$ cat src/cswfm_pkg.sv
// Package of the candidate picker: sizes, register and command codes, shared types.
// No dependencies; the failure memory, the top level and the testbench import it.
package cswfm_pkg;

  localparam int MAX_CANDIDATES = 8;
  // The 3-bit index and group ids reach eight slots at most.
  localparam int SLOT_LIMIT = (MAX_CANDIDATES < 8) ? MAX_CANDIDATES : 8;
  localparam int SLOT_W     = (SLOT_LIMIT > 1) ? $clog2(SLOT_LIMIT) : 1;
  localparam int CNT_W      = $clog2(SLOT_LIMIT + 1);
  localparam int COUNT_W    = 8;
  localparam int TIME_W     = 32;
  localparam int ENTRY_W    = COUNT_W + TIME_W;

  localparam logic [COUNT_W-1:0] COUNT_SAT = 8'hFF;

  typedef enum logic [1:0] {
    CFG_CANDIDATE_COUNT = 2'd0,
    CFG_SSID_GROUP      = 2'd1,
    CFG_FAIL_THRESHOLD  = 2'd2,
    CFG_FAIL_WINDOW     = 2'd3
  } cfg_reg_t;

  typedef enum logic [2:0] {
    CMD_FAIL       = 3'd0,
    CMD_DEPRIO     = 3'd1,
    CMD_SUCCESS    = 3'd2,
    CMD_PICK_SCAN  = 3'd3,
    CMD_SEQUENTIAL = 3'd4,
    CMD_BETTER     = 3'd5
  } cmd_t;

  typedef enum logic [2:0] {
    ST_IDLE,
    ST_SCAN,
    ST_UPDATE,
    ST_WALK,
    ST_DONE
  } state_t;

  // Access request from the controller to the failure memory.
  typedef struct packed {
    logic                rd_en;
    logic [SLOT_W-1:0]   rd_addr;
    logic                wr_en;
    logic [SLOT_W-1:0]   wr_addr;
    logic [COUNT_W-1:0]  wr_count;
    logic [TIME_W-1:0]   wr_time;
  } mem_req_t;

endpackage

$ cat src/cswfm_ram.sv
// Generic single-port-write, single-port-read RAM with a registered read.
// No dependencies.
module cswfm_ram #(
  parameter int WIDTH = 8,
  parameter int DEPTH = 8
) (
  input  logic                                   clk,
  input  logic                                   we,
  input  logic [(DEPTH > 1 ? $clog2(DEPTH) : 1)-1:0] waddr,
  input  logic [WIDTH-1:0]                       wdata,
  input  logic                                   re,
  input  logic [(DEPTH > 1 ? $clog2(DEPTH) : 1)-1:0] raddr,
  output logic [WIDTH-1:0]                       rdata
);

  logic [WIDTH-1:0] mem [DEPTH];

  always_ff @(posedge clk) begin
    if (we) begin
      mem[waddr] <= wdata;
    end
    if (re) begin
      rdata <= mem[raddr];
    end
  end

endmodule

$ cat src/cswfm_fail_mem.sv
// Failure memory: fail count and last-fail time per slot, with valid bits for reset.
// Depends on cswfm_pkg and cswfm_ram; reports the live count of the entry read last cycle.
module cswfm_fail_mem
  import cswfm_pkg::*;
(
  input  logic               clk,
  input  logic               rst_n,
  input  mem_req_t           req,
  input  logic [TIME_W-1:0]  now_ms,
  input  logic [TIME_W-1:0]  window_ms,
  output logic [COUNT_W-1:0] live
);

  logic [SLOT_LIMIT-1:0] valid_r;
  logic                  rd_vld_r;
  logic [ENTRY_W-1:0]    rdata;
  logic [COUNT_W-1:0]    cnt;
  logic [TIME_W-1:0]     age;

  cswfm_ram #(
    .WIDTH (ENTRY_W),
    .DEPTH (SLOT_LIMIT)
  ) u_ram (
    .clk   (clk),
    .we    (req.wr_en),
    .waddr (req.wr_addr),
    .wdata ({req.wr_count, req.wr_time}),
    .re    (req.rd_en),
    .raddr (req.rd_addr),
    .rdata (rdata)
  );

  always_ff @(posedge clk) begin
    if (!rst_n) begin
      valid_r  <= '0;
      rd_vld_r <= 1'b0;
    end else begin
      if (req.wr_en) begin
        valid_r[req.wr_addr] <= 1'b1;
      end
      if (req.rd_en) begin
        rd_vld_r <= valid_r[req.rd_addr];
      end
    end
  end

  // An entry never written reads as zero count and zero time.
  assign cnt  = rd_vld_r ? rdata[ENTRY_W-1:TIME_W] : '0;
  assign age  = now_ms - (rd_vld_r ? rdata[TIME_W-1:0] : '0);
  assign live = ((cnt != '0) && (age < window_ms)) ? cnt : '0;

endmodule

$ cat src/candidate_select_with_fail_memory.sv
// Candidate picker with a per-slot failure memory.
// Input channel (in_valid / in_stall): one command item per transfer, carrying the command,
// a slot index, the current millisecond tick and the scan visibility mask.
// Result channel (out_valid / out_stall): exactly one result per input item, in order.
// Configuration port (cfg_we / cfg_index / cfg_wdata): the user must write it only while the
// block is idle, which the block itself does not enforce.
// Each item first sweeps the failure memory, one entry read per cycle over all slots,
// to build a deprioritised mask and the live count of the indexed slot. The update
// state then writes back the indexed entry and resolves first-match picks.
// Rotation picks step their cursor once per cycle, up to count + 1 steps.
// From the input transfer the item passes through the scan and update states and, for
// walks, the walk state, before the done state loads the result into the output register.
// in_stall is high from the cycle after a transfer until the result is loaded, so the block
// takes no new item until it is through with the last one; a new item is taken while an
// earlier result still waits on out_stall.
// If the receiver stalls, the result holds in the output register and the finished item
// waits in its last state until the register frees up.
// Reset clears the cursors, the output valid and the memory valid bits, so every slot reads
// as zero count and zero time; configuration returns to its reset values.
// Since only one item is in flight, reads and the single write-back never overlap.
module candidate_select_with_fail_memory
  import cswfm_pkg::*;
(
  input  logic                clk,
  input  logic                rst_n,
  input  logic                in_valid,
  output logic                in_stall,
  input  logic [2:0]          in_command,
  input  logic [2:0]          in_index,
  input  logic [31:0]         in_now_ms,
  input  logic [7:0]          in_visible_mask,
  output logic                out_valid,
  input  logic                out_stall,
  output logic                out_found,
  output logic [2:0]          out_selected,
  output logic [7:0]          out_live_fail_count,
  output logic                out_deprioritised,
  input  logic                cfg_we,
  input  logic [1:0]          cfg_index,
  input  logic [31:0]         cfg_wdata
);

  // Configuration registers.
  logic [3:0]  num_cands_r;
  logic [23:0] ssid_group_r;
  logic [7:0]  threshold_r;
  logic [31:0] window_r;

  // Control state.
  state_t            state_r, state_nxt;
  logic [CNT_W-1:0]  sc_r, sc_nxt;
  logic              pend_r, pend_nxt;
  logic [SLOT_W-1:0] pend_idx_r, pend_idx_nxt;
  logic [CNT_W-1:0]  walk_r, walk_nxt;
  logic              extra_r, extra_nxt;
  logic [SLOT_W-1:0] rot_cur_r, rot_cur_nxt;
  logic              rot_st_r, rot_st_nxt;
  logic [SLOT_W-1:0] fb_cur_r, fb_cur_nxt;
  logic              fb_st_r, fb_st_nxt;
  logic              out_valid_r, out_valid_nxt;

  // Item payload and working registers.
  logic [2:0]            cmd_r, cmd_nxt;
  logic [2:0]            idx_r, idx_nxt;
  logic [31:0]           now_r, now_nxt;
  logic [SLOT_LIMIT-1:0] vis_r, vis_nxt;
  logic [SLOT_LIMIT-1:0] dep_r, dep_nxt;
  logic [COUNT_W-1:0]    live_r, live_nxt;
  logic                  found_r, found_nxt;
  logic [SLOT_W-1:0]     sel_r, sel_nxt;

  // Output payload registers.
  logic                  out_found_r, out_found_nxt;
  logic [2:0]            out_sel_r, out_sel_nxt;
  logic [COUNT_W-1:0]    out_live_r, out_live_nxt;
  logic                  out_dep_r, out_dep_nxt;

  mem_req_t           mem_req;
  logic [COUNT_W-1:0] mem_live;

  logic [CNT_W-1:0]  n_eff;
  logic              slot_ok;
  logic              scan_hit;
  logic [SLOT_W-1:0] scan_sel;
  logic              better_hit;
  logic [SLOT_W-1:0] better_sel;
  logic [2:0]        cur_group;

  cswfm_fail_mem u_fail_mem (
    .clk       (clk),
    .rst_n     (rst_n),
    .req       (mem_req),
    .now_ms    (now_r),
    .window_ms (window_r),
    .live      (mem_live)
  );

  // Cursor step modulo the count; the cursor may sit past a count that was lowered.
  function automatic logic [SLOT_W-1:0] wrap_next(input logic [SLOT_W-1:0] cur,
                                                  input logic [CNT_W-1:0]  n);
    logic [CNT_W:0] a;
    a = {1'b0, CNT_W'(cur)} + 1'b1;
    for (int k = 0; k < SLOT_LIMIT; k++) begin
      if (a >= {1'b0, n}) begin
        a = a - {1'b0, n};
      end
    end
    return a[SLOT_W-1:0];
  endfunction

  assign n_eff   = (num_cands_r > 4'(SLOT_LIMIT)) ? CNT_W'(SLOT_LIMIT) : CNT_W'(num_cands_r);
  assign slot_ok = ({1'b0, idx_r} < 4'(SLOT_LIMIT));
  assign cur_group = ssid_group_r[3 * int'(idx_r) +: 3];

  // First-match searches over the deprioritised mask; the lowest index wins.
  always_comb begin
    scan_hit   = 1'b0;
    scan_sel   = '0;
    better_hit = 1'b0;
    better_sel = '0;
    for (int i = SLOT_LIMIT - 1; i >= 0; i--) begin
      if ((CNT_W'(i) < n_eff) && vis_r[i] && !dep_r[i]) begin
        scan_hit = 1'b1;
        scan_sel = SLOT_W'(i);
      end
      if ((3'(i) < idx_r) && vis_r[i] && !dep_r[i] &&
          (ssid_group_r[3 * i +: 3] != cur_group)) begin
        better_hit = 1'b1;
        better_sel = SLOT_W'(i);
      end
    end
  end

  // Configuration writes.
  always_ff @(posedge clk) begin
    if (!rst_n) begin
      num_cands_r  <= 4'd0;
      ssid_group_r <= 24'd0;
      threshold_r  <= 8'd3;
      window_r     <= 32'd60000;
    end else if (cfg_we) begin
      unique case (cfg_reg_t'(cfg_index))
        CFG_CANDIDATE_COUNT: num_cands_r  <= cfg_wdata[3:0];
        CFG_SSID_GROUP:      ssid_group_r <= cfg_wdata[23:0];
        CFG_FAIL_THRESHOLD:  threshold_r  <= cfg_wdata[7:0];
        CFG_FAIL_WINDOW:     window_r     <= cfg_wdata;
      endcase
    end
  end

  // Control registers.
  always_ff @(posedge clk) begin
    if (!rst_n) begin
      state_r     <= ST_IDLE;
      sc_r        <= '0;
      pend_r      <= 1'b0;
      walk_r      <= '0;
      extra_r     <= 1'b0;
      rot_cur_r   <= '0;
      rot_st_r    <= 1'b0;
      fb_cur_r    <= '0;
      fb_st_r     <= 1'b0;
      out_valid_r <= 1'b0;
    end else begin
      state_r     <= state_nxt;
      sc_r        <= sc_nxt;
      pend_r      <= pend_nxt;
      walk_r      <= walk_nxt;
      extra_r     <= extra_nxt;
      rot_cur_r   <= rot_cur_nxt;
      rot_st_r    <= rot_st_nxt;
      fb_cur_r    <= fb_cur_nxt;
      fb_st_r     <= fb_st_nxt;
      out_valid_r <= out_valid_nxt;
    end
  end

  // Payload registers.
  always_ff @(posedge clk) begin
    pend_idx_r <= pend_idx_nxt;
    cmd_r      <= cmd_nxt;
    idx_r      <= idx_nxt;
    now_r      <= now_nxt;
    vis_r      <= vis_nxt;
    dep_r      <= dep_nxt;
    live_r     <= live_nxt;
    found_r    <= found_nxt;
    sel_r      <= sel_nxt;
    out_found_r <= out_found_nxt;
    out_sel_r   <= out_sel_nxt;
    out_live_r  <= out_live_nxt;
    out_dep_r   <= out_dep_nxt;
  end

  always_comb begin
    logic [SLOT_W-1:0] cur;
    logic              started;
    logic [SLOT_W-1:0] c;
    logic              hit;

    state_nxt     = state_r;
    sc_nxt        = sc_r;
    pend_nxt      = pend_r;
    pend_idx_nxt  = pend_idx_r;
    walk_nxt      = walk_r;
    extra_nxt     = extra_r;
    rot_cur_nxt   = rot_cur_r;
    rot_st_nxt    = rot_st_r;
    fb_cur_nxt    = fb_cur_r;
    fb_st_nxt     = fb_st_r;
    out_valid_nxt = out_valid_r;
    cmd_nxt       = cmd_r;
    idx_nxt       = idx_r;
    now_nxt       = now_r;
    vis_nxt       = vis_r;
    dep_nxt       = dep_r;
    live_nxt      = live_r;
    found_nxt     = found_r;
    sel_nxt       = sel_r;
    out_found_nxt = out_found_r;
    out_sel_nxt   = out_sel_r;
    out_live_nxt  = out_live_r;
    out_dep_nxt   = out_dep_r;
    mem_req       = '0;

    cur     = (cmd_r == CMD_PICK_SCAN) ? fb_cur_r : rot_cur_r;
    started = (cmd_r == CMD_PICK_SCAN) ? fb_st_r : rot_st_r;
    c       = started ? wrap_next(cur, n_eff) : '0;
    hit     = (cmd_r == CMD_PICK_SCAN) ? vis_r[c] : (extra_r || !dep_r[c]);

    // The receiver took the waiting result.
    if (out_valid_r && !out_stall) begin
      out_valid_nxt = 1'b0;
    end

    // A returning read fills one bit of the mask and, for the indexed slot, its live count.
    if (pend_r) begin
      dep_nxt[pend_idx_r] = (mem_live >= threshold_r);
      if (3'(pend_idx_r) == idx_r) begin
        live_nxt = mem_live;
      end
    end

    unique case (state_r)
      ST_IDLE: begin
        if (in_valid) begin
          cmd_nxt   = in_command;
          idx_nxt   = in_index;
          now_nxt   = in_now_ms;
          vis_nxt   = in_visible_mask[SLOT_LIMIT-1:0];
          live_nxt  = '0;
          sc_nxt    = '0;
          pend_nxt  = 1'b0;
          state_nxt = ST_SCAN;
        end
      end

      ST_SCAN: begin
        if (sc_r < CNT_W'(SLOT_LIMIT)) begin
          mem_req.rd_en   = 1'b1;
          mem_req.rd_addr = sc_r[SLOT_W-1:0];
          pend_nxt        = 1'b1;
          pend_idx_nxt    = sc_r[SLOT_W-1:0];
          sc_nxt          = sc_r + 1'b1;
        end else begin
          pend_nxt  = 1'b0;
          state_nxt = ST_UPDATE;
        end
      end

      ST_UPDATE: begin
        found_nxt = 1'b0;
        sel_nxt   = '0;
        walk_nxt  = '0;
        extra_nxt = 1'b0;
        state_nxt = ST_DONE;
        mem_req.wr_addr = idx_r[SLOT_W-1:0];
        mem_req.wr_time = now_r;
        unique case (cmd_r)
          CMD_FAIL: begin
            mem_req.wr_en    = slot_ok;
            mem_req.wr_count = (live_r < COUNT_SAT) ? live_r + 1'b1 : live_r;
          end
          CMD_DEPRIO: begin
            mem_req.wr_en    = slot_ok;
            mem_req.wr_count = ((live_r == '0) || (live_r < threshold_r)) ? threshold_r : live_r;
          end
          CMD_SUCCESS: begin
            mem_req.wr_en    = slot_ok;
            mem_req.wr_count = '0;
            mem_req.wr_time  = '0;
          end
          CMD_PICK_SCAN: begin
            if (scan_hit) begin
              found_nxt = 1'b1;
              sel_nxt   = scan_sel;
            end else if (n_eff != '0) begin
              state_nxt = ST_WALK;
            end
          end
          CMD_SEQUENTIAL: begin
            if (n_eff != '0) begin
              state_nxt = ST_WALK;
            end
          end
          CMD_BETTER: begin
            if ((idx_r != 3'd0) && ({1'b0, idx_r} < 4'(n_eff)) && better_hit) begin
              found_nxt = 1'b1;
              sel_nxt   = better_sel;
            end
          end
          default: begin
          end
        endcase
      end

      ST_WALK: begin
        // One cursor step per cycle; the sequential walk adds one forced step at the end.
        if (cmd_r == CMD_PICK_SCAN) begin
          fb_cur_nxt = c;
          fb_st_nxt  = 1'b1;
        end else begin
          rot_cur_nxt = c;
          rot_st_nxt  = 1'b1;
        end
        walk_nxt = walk_r + 1'b1;
        if (hit) begin
          found_nxt = 1'b1;
          sel_nxt   = c;
          state_nxt = ST_DONE;
        end else if (CNT_W'(walk_r + 1'b1) == n_eff) begin
          if ((cmd_r == CMD_SEQUENTIAL) && !extra_r) begin
            extra_nxt = 1'b1;
          end else begin
            state_nxt = ST_DONE;
          end
        end
      end

      ST_DONE: begin
        if (!out_valid_r || !out_stall) begin
          out_valid_nxt = 1'b1;
          out_found_nxt = found_r;
          out_sel_nxt   = 3'(sel_r);
          out_live_nxt  = live_r;
          out_dep_nxt   = (live_r >= threshold_r);
          state_nxt     = ST_IDLE;
        end
      end

      default: begin
        state_nxt = ST_IDLE;
      end
    endcase
  end

  assign in_stall            = (state_r != ST_IDLE);
  assign out_valid           = out_valid_r;
  assign out_found           = out_found_r;
  assign out_selected        = out_sel_r;
  assign out_live_fail_count = out_live_r;
  assign out_deprioritised   = out_dep_r;

endmodule

$ cat config.mk
export PLATFORM = sky130hd
export DESIGN_NAME = candidate_select_with_fail_memory
export DESIGN_NICKNAME = d
export VERILOG_FILES = /design/src/cswfm_pkg.sv /design/src/cswfm_ram.sv /design/src/cswfm_fail_mem.sv /design/src/candidate_select_with_fail_memory.sv
export SDC_FILE = /design/constraint.sdc
export NUM_CORES = 1
export LEC_CHECK = 0
export BUFFER_PORTS_ARGS = -buffer_cell sky130_fd_sc_hd__buf_2
export CORE_MARGIN = 5
export CORE_UTILIZATION = 50
export DETAILED_ROUTE_END_ITERATION = 10
export MAX_ROUTING_LAYER = met4
export PLACE_DENSITY = 0.67
export SYNTH_ARGS = -nofsm -noshare
export SYNTH_HDL_FRONTEND = slang
export SYNTH_SLANG_ARGS = --single-unit
$ cat constraint.sdc
create_clock -name clk -period 42.2 [get_ports clk]
set_input_delay 4.22 -clock clk [delete_from_list [all_inputs] [get_ports clk]]
set_output_delay 4.22 -clock clk [all_outputs]
set_load 0.01 [all_outputs]
==> results of run 1 <==
layout make-up:
cell class	instances	area, µm²	share of cell area [%]
Timing Repair Buffer	120	653	2.24
Antenna cell	1	2.50	0.00859
Clock buffer	65	1440	4.92
Inverter	77	289	0.992
Sequential cell	541	15200	52.1
Tap cell	680	851	2.92
Multi-Input combinational cell	1275	10400	35.7
Clock inverter	38	325	1.12
power groups by stage:
stage	clock network (mW)	registers, mW	logic, mW
global placement	0	0.615	1.10
global route	0.507	0.605	1.30
CTS	0.484	0.604	1.15
detailed placement	0	0.615	1.14
floorplan	0	0.608	0.916
finish	0.476	0.604	1.16
synthesized netlist by cell type (9+ instances only):
cell and n:
a211oi_1 11, a21boi_0 67, a21o_1 30, a21oi_1 71, a32o_1 9, and2_1 49
buf_1 12, clkbuf_1 64, dfxtp_1 107, edfxtp_1 434, fa_1 9, ha_1 117
inv_1 76, mux2_2 46, mux2i_1 27, mux4_2 87, nand2_1 212, nand2b_1 36
nand3_1 27, nand4_1 13, nor2_1 87, nor2b_1 28, nor3_1 28, nor3b_1 9
o211ai_1 11, o21a_1 31, o21ai_0 63, or2_2 10, xnor2_1 45, xor2_1 30
layer usage:
layer	up-vias	global-route usage, %	share of wire (%)
met5	-	-	0
met1	8216	30.2	43
li1	7606	-	-
met2	542	36.4	48
met3	89	3.17	6.2
met4	0	4.78	1.9
worst max-delay path by stage:
stage	startpoint	endpoint	slack, ps	cells past startpoint
floorplan	cmd_r[0]	found_r	27850	68
global placement	num_cands_r[3]	found_r	26590	65
detailed placement	cmd_r[2]	sel_r[0]	25860	66
CTS	cmd_r[2]	sel_r[1]	25810	66
global route	cmd_r[2]	sel_r[0]	24250	67
finish	cmd_r[2]	sel_r[0]	25780	66
flip-flops by register name, summed over array words and instances (netlist names), 3 cells and up:
| signal | cells |
|---|---|
| fb_cur_r | 3 |
| live_r | 8 |
| u_fail_mem.u_ram.mem | 320 |
| idx_r | 3 |
| u_fail_mem.valid_r | 8 |
| state_r | 3 |
| vis_r | 8 |
| now_r | 32 |
| walk_r | 4 |
| rot_cur_r | 3 |
| window_r | 32 |
| sel_r | 3 |
| ssid_group_r | 24 |
| sc_r | 4 |
| dep_r | 8 |
| num_cands_r | 4 |
| out_live_fail_count | 8 |
| pend_idx_r | 3 |
| u_fail_mem.u_ram.rdata | 40 |
| threshold_r | 8 |
| cmd_r | 3 |
| out_selected | 3 |
worst max-delay path, delay by kind of cell, from the launching register on:
family | cells | cell delay [ps]
flip-flops | 1 | 460
adder cells (fa/ha/maj) | 9 | 2690
AO/OA/AOI/OAI | 29 | 7030
AND/OR/NAND/NOR | 20 | 4260
multiplexers | 5 | 1410
buffers and inverters | 3 | 210
logic make-up (layout without fill, tap and decap cells):
kind of cell	count (synthesis)	count (layout)	share of synthesized area, %
buf+inv	154	300	2.23
fa+ha+maj	126	126	6.30
xor+xnor	75	75	2.52
flops	541	541	58.2
mux	166	166	10.9
compound gates	373	373	10.0
other cells	0	1	0
simple gates	535	535	9.88
==> results by group, run 1 <==
STA
  • RSZ-0062 raised after global routing: no
  • Fmax: 60.9 MHz
  • Tmin final: 16420 ps
  • Period utilization: 38.9%
  • Relative max-transition margin: 25.3%
  • Count of pins over their slew limit: 0
  • Setup violations, final: 0
  • Worst Skew: 15.8 ps
  • Slew @ Worst Pin: 1120 ps
  • Hold Vio Cnt, Final: 0
  • Hold slack: 425 ps
  • Post-route setup slack: 25780 ps
  • Setup TNS: 0 ps

Run
  • Maxcap violations: 0

Routing
  • Antenna-violating nets left: 0
  • 1st-iter DRT viols: 1295
  • Detailed-route wire length per cell: 22.2 µm
  • Vias per Instance: 5.88
  • DRC Markers: 0
  • Drt first pass iters: 5
  • Routed vias: 16453
  • Final wirelength: 62200 µm

Die
  • Chip width: 238 µm
  • Die ar.: 0.0568 mm²
  • Core box area: 0.0515 mm²
  • Rows: 83
  • Initial Utilization: 50.6%
  • IO Pins: 100
  • Die Span Y: 238 µm

Global route
  • First-pass GRT wire length: 95300 µm
  • Initial antenna violation count: 1
  • Vias in the first global route: 16393
  • Gr usage total: 22.3%
  • Largest net degree at the start of global routing: 99
  • Grt ovf: 0

Critical path
  • CP startpoint kind: flip-flop
  • Cells on worst reg2reg path: 66
  • R2r setup slk: 25780 ps
  • Reg-to-reg endpoint: sel_r[0]
  • Worst path slowest cell: a2111oi_0
  • CP most frequent cell: ha_1
  • CP Data Required Time: 42460 ps
  • WP data arrival: 16690 ps
  • CP Class: flip-flop to flip-flop
  • Crit-path max cell delay: 670 ps
  • Critical path fanouts, max: 12
  • R2r startpoint: cmd_r[2]
  • Crit path capture type: flip-flop

Pwr
  • Cell Pwr Density: 76.9 mW/mm²
  • Psw: 891 µW
  • Total power: 2.24 mW
  • Sequential share of power: 27.0%
  • Static leakage: 9.70 nW
  • Internal power: 1.35 mW
  • Switching Fraction: 39.8%
  • Max VDD drop: 264 µV
  • Clock group share of total power: 21.3%
  • Combinational share of power: 51.8%

Yosys
  • Post-synth EDFFs: 434
  • Syn nets: 2181
  • Yosys top cell by area: edfxtp_1
  • Mean Syn Cell Area: 13.2 µm²
  • Predominant post-synthesis flop cell: edfxtp_1
  • Top cells by area, synth: edfxtp_1, dfxtp_1, mux4_2
  • Async SR Flop Fraction: 0%
  • Top cell type's share of synthesized area: 50.0%
  • Seq/Total Area, Yosys: 58.2%
  • Syn Inst Count: 1970
  • Unique masters post-synth: 87
  • Yosys warns: 0
  • Cell Area, Synth: 0.0261 mm²
  • Synth Register Bits: 541

Clocking
  • Clock latency on the worst-skew pair: 610 ps
  • Clock slew at reported path FFs: 60 ps
  • CTS root buf: clkbuf_16
  • CTS Buf Count: 55
  • Htree depth: 2
  • CTS tree: built
  • Post-CTS Setup Bufs: 0
  • Hold-fix buffers, CTS: 0
  • TritonCTS Sinks: 541
  • # resized after CTS: 0
  • CTS Buffer Depth: 3

Worst hold path
  • Worst hold path type: flip-flop to flip-flop
  • Hold Path Stages: 0
  • Hold Crit Start: sel_r[2]
  • Hold path endpoint: out_selected[2]

Place
  • Place WS: 25860 ps
  • DP Area: 0.0274 mm²
  • Dpl hpwl: 39800 µm
  • Placed Cells incl. Taps: 2693
  • Buffers on Ports: 99
  • Final GP Congestion: 0.890

Cells and area
  • Fillers: 4162
  • Most common cell after layout, fill and taps aside: edfxtp_1
  • Fraction of layout cells with a size suffix above 1: 17.9%
  • Most frequent cells in the layout: edfxtp_1, nand2_1, ha_1
  • Fin cells: 2797
  • Post-layout util: 56.6%
  • Area grow syn2layout: 11.8%
  • Fin nets: 2281
  • Final Instance Area: 0.0291 mm²

Run status
  • Status: complete, no violations
Note: power is estimated with default switching activity, not from simulation.
==> inputs of run 2 (changes only) <==
PLACE_DENSITY = 0.69   (was 0.67)
clock period = 13.7 ns   (was 42.2 ns; I/O delays follow)
==> run 2 against run 1 <==
Clock-buffer cell count is 4 higher. Worst hold slack worse by 1.6 ps. Power grew to 4.0 times the previous value. Sequential power grew to 3.1 times the previous value. Largest power group unchanged.
==> results by group, run 2 (synthesized netlist as in run 1, its figures left out) <==
STA
  • Setup violations, final: 0 (unchanged)
  • Hold Vio Cnt, Final: 0 (unchanged)
  • Slew @ Worst Pin: 1070 ps (-51.8 ps)
  • RSZ-0062 raised after global routing: yes
  • Count of pins over their slew limit: 0 (unchanged)
  • Relative max-transition margin: 28.8% (+3.6 points)
  • Tmin final: 13420 ps (-3000 ps)
  • Fmax: 74.5 MHz (+22%)
  • Setup TNS: 0 ps (unchanged)
  • Post-route setup slack: 276 ps (-25500 ps)
  • Period utilization: 98.0% (+59 points)
  • Worst Skew: 42.1 ps (+26.3 ps)

Run status
  • Status: complete, no violations

Die
  • Die ar.: 0.0568 mm² (unchanged)
  • Initial Utilization: 50.6% (unchanged)
  • Chip width: 238 µm (unchanged)
  • Core box area: 0.0515 mm² (unchanged)
  • IO Pins: 100 (unchanged)
  • Rows: 83 (unchanged)
  • Die Span Y: 238 µm (unchanged)

Critical path
  • R2r startpoint: cmd_r[2]
  • Crit path max-delay family: compound AO/OA/AOI/OAI gates
  • CP startpoint kind: flip-flop
  • Crit-path max cell delay: 420 ps (-250 ps)
  • Worst path slowest cell: or3_4
  • R2r setup slk: 280 ps (-25500 ps)
  • CP Buf/Inv Count: 9 (+6)
  • WP data arrival: 13710 ps (-2980 ps)
  • CP Class: flip-flop to flip-flop
  • CP most frequent cell: ha_4
  • Cells on worst reg2reg path: 68 (+3.0%)
  • Critical path fanouts, max: 6 (-6)
  • Crit path capture type: flip-flop
  • CP Data Required Time: 13980 ps (-28480 ps)
  • Reg-to-reg endpoint: sel_r[2]

Cells and area
  • Fin cells: 2874 (+2.8%)
  • Fin nets: 2358 (+3.4%)
  • Top Registers: u_fail_mem.u_ram.mem x320, u_fail_mem.u_ram.rdata x40
  • Multi-input gate area: 0.0111 mm² (+7.0%)
  • Max FFs per register: 320 (unchanged)
  • Fraction of layout cells with a size suffix above 1: 24.8% (+6.9 points)
  • Post-layout util: 59.4% (+2.8 points)
  • Most common cell after layout, fill and taps aside: edfxtp_1
  • Storage element area: 0.0152 mm² (unchanged)
  • Fillers: 3981 (-4.3%)
  • Area grow syn2layout: 17.3%
  • Most frequent cells in the layout: edfxtp_1, nand2_1, dfxtp_1
  • Largest reg by FF count: u_fail_mem.u_ram.mem

Routing
  • 1st-iter DRT viols: 1222 (-5.6%)
  • Antenna-violating nets left: 0 (unchanged)
  • Detailed-route wire length per cell: 22.5 µm (+1.1%)
  • Drt first pass iters: 7 (+2)
  • Routed vias: 16869 (+2.5%)
  • Vias per Instance: 5.87 (-0.22%)
  • Final wirelength: 64600 µm (+3.9%)
  • DRC Markers: 0 (unchanged)

Place
  • Final GP Congestion: 0.888 (-0.17%)
  • Buffers on Ports: 99 (unchanged)
  • Dpl hpwl: 40100 µm (+0.91%)
  • Placed Cells incl. Taps: 2722 (+1.1%)
  • Place WS: -792 ps (-26650 ps)

Worst hold path
  • Worst hold path type: flip-flop to flip-flop
  • Hold path endpoint: out_selected[1]
  • Hold Crit Start: sel_r[1]
  • Hold Path Stages: 0 (unchanged)

Pwr
  • Static leakage: 10.2 nW (+5.3%)
  • Total power: 9.01 mW (+300%)
  • Max VDD drop: 1120 µV (+330%)
  • Cell Pwr Density: 295 mW/mm² (+280%)

Clocking
  • CTS Buf Count: 55 (unchanged)
  • Htree depth: 2 (unchanged)
  • CTS root buf: clkbuf_16
  • Clock slew at reported path FFs: 60 ps (about the same)
  • CTS tree: built
  • CTS Buffer Depth: 3 (unchanged)
  • Hold-fix buffers, CTS: 0 (unchanged)
  • TritonCTS Sinks: 541 (unchanged)
  • Clock latency on the worst-skew pair: 630 ps (+20 ps)

Global route
  • Vias in the first global route: 17155 (+4.6%)
  • Initial antenna violation count: 1 (unchanged)
  • First-pass GRT wire length: 98500 µm (+3.4%)
  • Grt ovf: 0 (unchanged)
  • Gr usage total: 22.9% (+0.59 points)
  • Largest net degree at the start of global routing: 99 (unchanged)

Run
  • Maxcap violations: 0 (unchanged)
## run 2: cell count changes in the layout (fill, tap and decap cells not counted), moves of 9 or more
cell      delta
a21oi_1      -9
buf_4       +71
ha_1        -21
o21ai_0      -9
clkinv_1     -9
ha_4        +20
## run 2: how the worst max path moves through the flow
stage | start | endpoint | cells past startpoint
after floorplan | cmd_r[0] | found_r | 68
after global placement | cmd_r[2] | found_r | 66
after detailed placement | cmd_r[2] | found_r | 67
after CTS | cmd_r[2] | sel_r[2] | 69
after global routing | cmd_r[2] | sel_r[2] | 70
final | cmd_r[2] | sel_r[2] | 68
## run 2: per-layer routing
metal | vias up | share of wire, % | GRT usage, % | wire, µm
li1 | 7759 | - | - | -
met2 | 551 | 49 | 36.9 | 31800
met5 | - | 0 | - | 0
met1 | 8463 | 43 | 30.5 | 27600
met4 | 0 | 2.1 | 6.28 | 1360
met3 | 96 | 6.0 | 3.80 | 3890
## run 2: power by group
part | leakage [nW] | switching, mW | internal, mW
registers | 4.44 | 0.0403 | 1.82
clock network | 0.915 | 0.637 | 0.910
logic | 4.86 | 2.81 | 2.79
total | 10.2 | 3.49 | 5.52
## run 2: area by class of cell
cell class / instances / share of cell area, %
antenna: 1 / 0.00818
clock buffer: 69 / 4.77
inverter: 77 / 0.945
clock inverter: 34 / 1.35
sequential: 541 / 49.6
multi-input combinational: 1275 / 36.4
tap: 680 / 2.78
timing repair buffer: 197 / 4.10
## run 2: worst reg2reg max path, delay by kind of cell, from the launching register on
| kind | cells | cell delay, ps |
|---|---|---|
| AOI/OAI and AO/OA | 26 | 4720 |
| and+or+nand+nor | 17 | 2670 |
| adders and majority gates | 9 | 2210 |
| muxes | 6 | 1760 |
| buffers and inverters | 9 | 1190 |
| DFF | 1 | 380 |
| xor gates and xnor gates | 1 | 200 |
## run 2: timing repair
item | CTS | global route
pin swaps | 17 | 64
gates resized for setup | 25 | 92
setup buffers | 15 | 33
endpoints found under the setup margin | 8 | 15
cloned | 0 | 0
## run 2: metrics by stage
stage / hold WS, ps / instance area (µm²)
2_1_floorplan: 400 / 26200
3_3_place_gp: 405 / 27700
3_5_place_dp: 407 / 27700
4_1_cts: 419 / 29800
5_1_grt: 436 / 30600
6_report: 423 / 30600
==> inputs of run 3 (changes only) <==
ABC_AREA = 1   (was default)
==> run 3 against run 2 <==
Critical endpoint unchanged. First-iteration DRC count is 31% higher. Register-to-register slack better by 890 ps. Critical path depth is 15 higher. Design area is 4.5% lower. Die area is 0.31% lower.
==> results by group, run 3 <==
Global route
  • First-pass GRT wire length: 103000 µm (+4.3%)
  • Vias in the first global route: 18424 (+7.4%)
  • Initial antenna violation count: 5 (+4)
  • Largest net degree at the start of global routing: 161 (+63%)
  • Grt ovf: 0 (unchanged)
  • Gr usage total: 23.6% (+0.75 points)

Die
  • Initial Utilization: 50.6% (-0.061 points)
  • Chip width: 238 µm (-0.16%)
  • Rows: 83 (unchanged)
  • Core box area: 0.0514 mm² (-0.20%)
  • Die ar.: 0.0566 mm² (-0.31%)
  • Die Span Y: 238 µm (-0.16%)
  • IO Pins: 100 (unchanged)

Place
  • Final GP Congestion: 0.979 (+10%)
  • Buffers on Ports: 99 (unchanged)
  • Dpl hpwl: 41800 µm (+4.2%)

Yosys
  • Most common cell in the netlist: edfxtp_1
  • Yosys top cell by area: edfxtp_1
  • Unique masters post-synth: 52 (-40%)
  • Predominant post-synthesis flop cell: edfxtp_1
  • Syn nets: 2731 (+25%)
  • Top cell type's share of synthesized area: 50.1% (+0.16 points)
  • Top post-synthesis cells by count: edfxtp_1, nor2_1, nand2_1
  • Post-synth EDFFs: 434 (unchanged)
  • Synth Register Bits: 541 (unchanged)
  • Yosys warns: 0 (unchanged)
  • Mean Syn Cell Area: 10.3 µm² (-22%)
  • Cell Area, Synth: 0.0260 mm² (-0.32%)
  • Seq/Total Area, Yosys: 58.4% (+0.19 points)
  • Syn Inst Count: 2520 (+28%)
  • Top cells by area, synth: edfxtp_1, dfxtp_1, ha_1
  • Async SR Flop Fraction: 0% (unchanged)

Critical path
  • R2r setup slk: 1160 ps (+890 ps)
  • CP Data Required Time: 14000 ps (+20 ps)
  • CP most frequent cell: nand2_1
  • R2r startpoint: cmd_r[1]
  • Reg-to-reg endpoint: sel_r[2]
  • Worst path slowest cell: edfxtp_1
  • Cells on worst reg2reg path: 83 (+22%)
  • CP Buf/Inv Count: 11 (+2)
  • Critical path fanouts, max: 11 (+5)
  • Crit path max-delay family: simple AND/OR/NAND/NOR gates
  • CP Launch Point: cmd_r[1]
  • Crit-path max cell delay: 460 ps (+40 ps)
  • CP startpoint kind: flip-flop
  • CP Class: flip-flop to flip-flop
  • Crit path capture type: flip-flop
  • WP data arrival: 12840 ps (-870 ps)

STA
  • Slew @ Worst Pin: 1170 ps (+107 ps)
  • Count of pins over their slew limit: 0 (unchanged)
  • Fmax: 79.8 MHz (+7.1%)
  • Worst Skew: 15.1 ps (-27.0 ps)
  • Tmin final: 12540 ps (-888 ps)
  • RSZ-0062 raised after global routing: no
  • Hold Vio Cnt, Final: 0 (unchanged)
  • Setup TNS: 0 ps (unchanged)
  • Relative max-transition margin: 21.7% (-7.1 points)
  • Setup violations, final: 0 (unchanged)
  • Period utilization: 91.5% (-6.5 points)

Clocking
  • CTS Buffer Depth: 3 (unchanged)
  • Clock latency on the worst-skew pair: 620 ps (about the same)
  • Post-CTS Setup Bufs: 0 (-15)
  • Hold-fix buffers, CTS: 0 (unchanged)
  • Clock slew at reported path FFs: 60 ps (about the same)
  • CTS tree: built
  • CTS root buf: clkbuf_16
  • # resized after CTS: 0 (-100%)
  • TritonCTS Sinks: 541 (unchanged)
  • Htree depth: 2 (unchanged)
  • CTS Buf Count: 55 (unchanged)

Routing
  • Routed vias: 19138 (+13%)
  • Vias per Instance: 5.73 (-2.3%)
  • DRC Markers: 0 (unchanged)
  • Drt first pass iters: 5 (-2)
  • Final wirelength: 66700 µm (+3.2%)
  • Antenna-violating nets left: 0 (unchanged)
  • Detailed-route wire length per cell: 20.0 µm (-11%)
  • 1st-iter DRT viols: 1599 (+31%)

Run status
  • Status: complete, no violations

Cells and area
  • Most common cell after layout, fill and taps aside: edfxtp_1
  • Most frequent cells in the layout: edfxtp_1, nor2_1, nand2_1
  • Fraction of layout cells with a size suffix above 1: 12.6% (-12 points)
  • Fin nets: 2818 (+20%)
  • Max FFs per register: 320 (unchanged)
  • Top Registers: u_fail_mem.u_ram.mem x320, u_fail_mem.u_ram.rdata x40
  • Largest reg by FF count: u_fail_mem.u_ram.mem
  • Area grow syn2layout: 12.4%

Worst hold path
  • Hold path endpoint: out_selected[2]
  • Hold Path Stages: 0 (unchanged)
  • Hold Crit Start: sel_r[2]
  • Worst hold path type: flip-flop to flip-flop

Run
  • Maxcap violations: 0 (unchanged)
==> run 3: changes by cell type after synthesis, sizes merged, moves of 65 or more <==
cell / before / now
mux4: 87 / 0
a21oi: 73 / 147
nand2: 212 / 313
a21boi: 68 / 3
nor2: 87 / 384
inv: 76 / 210
o21ai: 65 / 248
==> run 3: final cells by class <==
cell class,instances,area (µm²)
Antenna cell,5,12.5
Clock buffer,76,1520
Clock inverter,28,380
Fill cell,4363,22200
Inverter,211,802
Multi-Input combinational cell,1670,9760
Sequential cell,541,15200
Tap cell,680,851
Timing Repair Buffer,128,713
==> run 3: worst max path at each step <==
stage | endpoint | slack [ps] | cells past startpoint
after floorplan | found_r | 2630 | 83
after global placement | sel_r[1] | 2090 | 82
after detailed placement | sel_r[2] | 1280 | 86
after CTS | sel_r[2] | 1230 | 86
after global routing | sel_r[2] | 10 | 85
final | sel_r[2] | 1160 | 83
==> run 3: kinds of logic (layout without fill, tap and decap cells) <==
logic type	after synthesis	in the layout	synth area share [%]
muxes	1	1	0.0385
and+or+nand+nor	850	850	14.1
AOI/OAI and AO/OA	625	625	14.3
other	0	5	0
buffers and inverters	309	443	4.52
adders and majority gates	126	126	6.33
xor gates and xnor gates	68	68	2.29
DFF	541	541	58.4
==> run 3: layer usage <==
metal / GRT usage, % / routed length, µm / up-vias
li1: - / - / 9084
met1: 31.6 / 29000 / 9257
met2: 37.2 / 31200 / 672
met3: 4.09 / 4600 / 125
met4: 7.69 / 1940 / 0
met5: - / 0 / -
==> run 3: through the flow <==
step / utilization (%) / instance area (µm²) / hold WS (ps) / setup WS [ps] / cells
after floorplan: - / 26000 / 400 / 2630 / 2520
after global placement: 53.1 / 27300 / 414 / 2090 / 3230
after detailed placement: 53.1 / 27300 / 408 / 1280 / 3230
after CTS: 56.8 / 29200 / 422 / 1230 / 3334
after global routing: 56.8 / 29200 / 425 / 10.7 / 3339
final: 56.8 / 29200 / 423 / 1160 / 3339
Power of run 3 is left out: the tool's default activity adds up to more than one toggle a clock period on the data nets, which glitch-free logic cannot reach.
